`src/hw/rtl/typed_operand_stack_frame_defines.svh`:
```
// Assertion macros for the typed operand stack frame.
`ifndef TYPED_OPERAND_STACK_FRAME_DEFINES_SVH
`define TYPED_OPERAND_STACK_FRAME_DEFINES_SVH
`ifndef ASSERT_OFF
`define TOSF_ASSERT(lbl, expr) lbl: assert property (@(posedge clk) disable iff (rst) (expr)) \
  else $error("tosf assertion failed");
`define TOSF_ASSERT_NEXT(lbl, pre, post) lbl: assert property (@(posedge clk) \
  disable iff (rst) (pre) |=> (post)) else $error("tosf assertion failed");
`else
`define TOSF_ASSERT(lbl, expr)
`define TOSF_ASSERT_NEXT(lbl, pre, post)
`endif
`endif

```
`src/hw/rtl/tosf_pkg.sv`:
```
`timescale 1ns / 1ps
package tosf_pkg;
  localparam int STACK_DEPTH = 256;
  localparam int LOCAL_DEPTH = 256;
  localparam int SAW = (STACK_DEPTH > 1) ? $clog2(STACK_DEPTH) : 1;
  localparam int TOPW = $clog2(STACK_DEPTH + 1);
  localparam int LAW = (LOCAL_DEPTH > 1) ? $clog2(LOCAL_DEPTH) : 1;

  typedef enum logic [3:0] {
    K_PUSH = 4'd0, K_POP = 4'd1, K_POP_RELEASE = 4'd2, K_POP_ANY = 4'd3,
    K_DUP = 4'd4, K_DUP2 = 4'd5, K_DUP_X1 = 4'd6, K_SWAP = 4'd7,
    K_PEEK = 4'd8, K_LOAD_LOCAL = 4'd9, K_STORE_LOCAL = 4'd10, K_INC_LOCAL = 4'd11
  } kind_t;

  localparam logic [1:0] TAG_NONE = 2'd0;
  localparam logic [1:0] TAG_LONG = 2'd1;
  localparam logic [1:0] TAG_HANDLE = 2'd2;
  localparam logic [1:0] TAG_REF = 2'd3;

  localparam logic [2:0] ST_OK = 3'd0;
  localparam logic [2:0] ST_OVER = 3'd1;
  localparam logic [2:0] ST_UNDER = 3'd2;
  localparam logic [2:0] ST_TYPE = 3'd3;
  localparam logic [2:0] ST_BOUNDS = 3'd4;

  localparam logic [1:0] ACT_NONE = 2'd0;
  localparam logic [1:0] ACT_ADD = 2'd1;
  localparam logic [1:0] ACT_REMOVE = 2'd2;

  localparam logic CFG_STACK_LIMIT = 1'b0;
  localparam logic CFG_LOCAL_LIMIT = 1'b1;

  typedef struct packed {
    logic [1:0]  tag;
    logic [63:0] value;
  } entry_t;

  typedef struct packed {
    logic [63:0] value;
    logic [1:0]  tag;
    logic [2:0]  status;
    logic [1:0]  found;
    logic [1:0]  act;
    logic [63:0] target;
    logic        last;
  } res_item_t;

  typedef struct packed {
    logic       capture;
    logic       rd_first;
    logic       rd_second;
    logic       exec;
    logic       wr;
    logic [1:0] wr_idx;
  } ctl_cmd_t;

  typedef struct packed {
    logic            out_busy;
    logic [1:0]      wr_n;
    logic [TOPW-1:0] top;
  } ctl_stat_t;
endpackage

```
`src/hw/rtl/tosf_controller.sv`:
```
`timescale 1ns / 1ps
module tosf_controller import tosf_pkg::*; (
  input  logic      clk,
  input  logic      rst,
  input  logic      in_valid,
  output logic      in_ready,
  input  ctl_stat_t stat,
  output ctl_cmd_t  cmd
);
  typedef enum logic [6:0] {
    S_IDLE = 7'b0000001, S_RDA = 7'b0000010, S_RDB = 7'b0000100, S_EXEC = 7'b0001000,
    S_W0 = 7'b0010000, S_W1 = 7'b0100000, S_W2 = 7'b1000000
  } state_t;

  state_t state;
  state_t state_next;

  assign in_ready = (state == S_IDLE);

  always_comb begin
    state_next = state;
    cmd = '0;
    unique case (state)
      S_IDLE: begin
        cmd.capture = in_valid;
        if (in_valid) state_next = S_RDA;
      end
      S_RDA: begin
        cmd.rd_first = 1'b1;
        state_next = S_RDB;
      end
      S_RDB: begin
        cmd.rd_second = 1'b1;
        state_next = S_EXEC;
      end
      S_EXEC: begin
        if (!stat.out_busy) begin
          cmd.exec = 1'b1;
          state_next = S_W0;
        end
      end
      S_W0: begin
        cmd.wr = (stat.wr_n > 2'd0);
        cmd.wr_idx = 2'd0;
        state_next = (stat.wr_n > 2'd1) ? S_W1 : S_IDLE;
      end
      S_W1: begin
        cmd.wr = 1'b1;
        cmd.wr_idx = 2'd1;
        state_next = (stat.wr_n > 2'd2) ? S_W2 : S_IDLE;
      end
      S_W2: begin
        cmd.wr = 1'b1;
        cmd.wr_idx = 2'd2;
        state_next = S_IDLE;
      end
      default: state_next = S_IDLE;
    endcase
  end

  always_ff @(posedge clk) begin
    if (rst) state <= S_IDLE;
    else state <= state_next;
  end
endmodule

```
`config.mk`:
```
export PLATFORM = sky130hd
export DESIGN_NAME = tosf_controller
export DESIGN_NICKNAME = d
export VERILOG_FILES = /design/src/hw/rtl/typed_operand_stack_frame_defines.svh /design/src/hw/rtl/tosf_pkg.sv /design/src/hw/rtl/tosf_controller.sv
export SDC_FILE = /design/constraint.sdc
export NUM_CORES = 1
export LEC_CHECK = 0
export BUFFER_PORTS_ARGS = -buffer_cell sky130_fd_sc_hd__buf_4
export CAP_MARGIN = 0
export CELL_PAD_IN_SITES_DETAIL_PLACEMENT = 0
export CELL_PAD_IN_SITES_GLOBAL_PLACEMENT = 1
export CORE_UTILIZATION = 34
export CTS_BUF_LIST = sky130_fd_sc_hd__clkbuf_4 sky130_fd_sc_hd__clkbuf_8
export DETAILED_ROUTE_END_ITERATION = 6
export GPL_ROUTABILITY_DRIVEN = 0
export HOLD_SLACK_MARGIN = 0.15
export PLACE_DENSITY_LB_ADDON = 0.1
export SYNTH_ARGS = -nofsm -noshare
export SYNTH_HDL_FRONTEND = slang
export SYNTH_SLANG_ARGS = --single-unit
```
`constraint.sdc`:
```
create_clock -name clk -period 4.8 [get_ports clk]
set_clock_uncertainty 0.15 [all_clocks]
set_input_delay 0 -clock clk [delete_from_list [all_inputs] [get_ports clk]]
set_output_delay 0 -clock clk [all_outputs]
set_load 0.01 [all_outputs]
```
# Yosys cells after proc, flatten, opt, wreduce, memory -nomap -nowiden
# Index checks and enable logic that the tools add are counted.
[classes]
magnitude_cmp = 3
n_mux = 11
reduce_logical = 1
n_eq_ne = 9
[op_table]
columns = ["cell", "n"]
rows = [
  ["7-bit one-hot mux with 6 select lines", 1],
  ["7-bit 2-to-1 mux", 3],
  ["3-bit one-hot mux with 3 select lines", 1],
  ["7-bit by 1-bit == test with 1-bit output (second input constant)", 1],
  ["7-bit by 2-bit == test with 1-bit output (second input constant)", 1],
  ["7-bit by 3-bit == test with 1-bit output (second input constant)", 1],
  ["7-bit by 4-bit == test with 1-bit output (second input constant)", 1],
  ["7-bit by 5-bit == test with 1-bit output (second input constant)", 1],
  ["7-bit by 6-bit == test with 1-bit output (second input constant)", 1],
  ["7-bit == test (second input constant)", 1],
  ["6-bit 2-to-1 mux", 1],
  ["1-bit 2-to-1 mux", 5],
  ["2-bit by 1-bit > comparator with 1-bit output (second input constant)", 2],
  ["2-bit inequality test (second input constant)", 2],
  ["2-bit > comparator (second input constant)", 1],
  ["2-bit AND reduction", 1],
]
[word_totals]
output_inout_bits = 8
word_cells = 25
regBits = 7
input_bits = 15

# Depth between registers and ports, before layout
[depth]
word_depth = 3
mapped_depth = 4
mapped_depth_nobuf = 4

# Worst setup path after synthesis
# Ideal clock, no wire load.
[synth_path]
path_type = "register -> register"
startpoint = "register state[0]"
endpoint = "register state[0]"
period_less_slack_ns = 1.628
arrival_time_ns = 1.350
t_required_ns = 4.522
setup_time_ns = 0.128
slack_ns = 3.172
path_buffers = 0
stages_incl_launch_ff = 5
cell_sequence = "dfxtp_1 or4_4 nor3_2 or3_1 o211ai_1"
[synth_via]
elab_chain_len = 3
elab_cells_between_ends = 10
cone_classes = "8 x eq/ne; 1 x mux; 1 x reduce/logical"
[synth_lines]
columns = ["element", "line_no", "source"]
rows = [
  ["start, declared", "tosf_controller.sv:15", "state_t state;"],
  ["start signal, assigned", "tosf_controller.sv:63", "else state <= state_next;"],
  ["7-bit by 4-bit == test with 1-bit output / 7-bit by 1-bit == test with 1-bit output (equally long branches)", "tosf_controller.sv:23", "unique case (state)"],
  ["2-bit inequality test (no source line)", "-", ""],
  ["2-bit AND reduction (no source line)", "-", ""],
]
# Several ways; a longest one is shown, not always the timed one.
# A chain may end at the register's enable or synchronous reset.

# Final worst setup path
[layout_path]
startpoint = "register state[6]"
endpoint = "register state[4]"
# The elaborated chain is that of the path after synthesis.

==> reports/qor.txt <==
Synth Flop Type: dfxtp_1
Non-Filler Instances: 84
DR vias: 439
Status: finished clean
Syn nets: 62
Largest net degree at the start of global routing: 8
Hold slack: 386.4 ps
Critical Path AT: 2210 ps
Multi-input gate area: 291.5 µm²
Die H: 38.10 µm
Top cells by count, synth: dfxtp_1, nor2_1, nand2b_1, nor3_1, or3_4
Unrepaired setup endpoints after global routing: false
Initial Util: 0.3831
Critical Path End Type: flip-flop
IO Port Bufs: 13
Hold Violations, Final: 0
CTS tree: yes
Register area share after synthesis: 0.3164
Routed WL per cell: 12.21 µm
Vias in the first global route: 432
Ranking of synthesized cells by area: dfxtp_1, or3_4, nand2b_1
Sum Neg Setup Slack: 0 ps
CTS resizes: 0
R2r startpoint: state[6]
CTS buffer count: 3
Area growth, synth to finish: 46.89%
Global-route wire length before repair: 1897 µm
Crit path launch: state[6]
Gr usage total: 0.1927
HP Class: input pin to flip-flop
Clock Latency Late Sink: 260 ps
Die area: 0.001451 mm²
R2R Setup Slk: 2640 ps
Largest registers: state (7)
Vias per inst: 5.226
Worst path required time: 4850 ps
Crit start category: flip-flop
Hold Startpoint: rst
Worst Setup Path Type: flip-flop to flip-flop
CTS clk-pin slew, worst paths: 60 ps
Ys Warns: 0
Reg2reg end: state[4]
Placeable Area: 0.001156 mm²
Crit path time final: 2161 ps
Remaining DRCs: 0
Most numerous cell in the Yosys netlist: dfxtp_1
Largest register FFs: 7
Die Wd: 38.10 µm
Layout fillers: 110
Post-Syn Area: 442.9 µm²
Share of cells above drive strength 1: 0.3714
Relative slew slack: 0.7684
Clock tree buffer depth: 2
Post-synth ARST share: 0
Syn_area_per_cell: 9.424 µm²
Register area: 140.1 µm²
Worst-Margin Slew: 338.7 ps
Max_cap viols: 0
Yosys top cell area share: 0.3164
Final worst-path cycle share: 0.4501
Design area: 650.6 µm²
Synth area leader: dfxtp_1
Last element of the critical path: state[4]
F_max: 0.4628 GHz
Placed insts: 73
Post-Synthesis Cells: 47
DR pass1 iterations: 4
Final Slew Violations: 0
Initial antenna violation count: 0
Final HPWL from detailed placement: 682.8 µm
Final setup viols: 0
Final Net Count: 86
Most flops, register: state
Total Power: 0.1580 mW
Cell Area, Placed: 550.5 µm²
Root buffer cell: clkbuf_4
Post-CTS Setup Inserts: 0
Hold depth: 3
GRT overflow: 0
EDFF count, synth: 0
Drt total wl: 1026 µm
Power density over the cells: 242.8 mW/mm²
Worst vdd ir: 0.1271 mV
ANT cells: 0
Num rows: 12
Iteration-0 DRC Markers: 5
Crit path max fanout: 7
Io pins: 23
Distinct cell type count after synthesis: 25
H-tree depth: 1
Pleak: 0.2631 nW
DRT antenna net count: 0
Clk sink count: 7
FF-to-FF path depth: 4
Synth Register Bits: 7
==> cells by family (layout without fill, tap and decap cells) <==
family,count (synthesis),in the layout,share of synthesized area
and+or+nand+nor,29,29,0.5085
AOI/OAI and AO/OA,8,8,0.1300
DFF,7,7,0.3164
buffers and inverters,2,25,0.02542
xor gates and xnor gates,1,1,0.01978
==> how the worst min path moves through the flow <==
stage,to,slack [ps]
finish,state[2],390
CTS,state[2],370
floorplan,cmd[3],-100
global placement,state[4],50
global route,state[2],390
detailed placement,state[4],50
==> per-stage QoR <==
stage | setup WS, ps | utilization
after global routing | 2560 | 0.5628
after CTS | 2686 | 0.5628
after floorplan | 3172 | -
after detailed placement | 3158 | 0.4762
final | 2639 | 0.5628
after global placement | 3157 | 0.4762
==> final cells by class <==
cell class                 count  area share
inverter                       1    0.005769
sequential                     7      0.2154
tap                           14     0.02692
multi-input combinational     38      0.4481
timing repair buffer          20      0.2577
clock buffer                   4     0.04615
==> worst max-delay path, stage by stage, from the launching register on <==
cell	delay (ps)
dfxtp_1	380
or3_4	380
or3_4	380
nor4_4	220
dlygate4sd3_1	590
==> power by group <==
group | internal (mW) | switching [mW] | total [mW]
clock network | 0.0376 | 0.0251 | 0.0627
registers | 0.0601 | 0.00199 | 0.0621
logic | 0.0181 | 0.0151 | 0.0332
total | 0.116 | 0.0421 | 0.158
==> layer usage <==
layer | vias to the layer above | GRT usage | share of wire
li1 | 224 | - | -
met1 | 198 | 0.2500 | 0.48
met2 | 14 | 0.2669 | 0.43
met3 | 3 | 0.09302 | 0.065
met4 | 0 | 0.08036 | 0.016
met5 | - | 0 | 0
==> cells in the final DEF, fill, tap and decap left out, types with 2 or more instances in the layout <==
cell	synthesis	layout
buf_4	1	13
dlygate4sd3_1	0	7
dfxtp_1	7	7
nor2_1	6	6
nand2b_1	4	4
nor3_1	4	4
clkbuf_4	0	4
or3_4	3	3
or2b_1	2	2
nor4_2	2	2
a21oi_1	2	2
==> repair_timing <==
item                                    CTS  global route
endpoints found under the setup margin    0             0
hold buffers                              7             0
endpoints found under the hold margin     8             0
No activity file was read; power rests on OpenSTA's default activity.
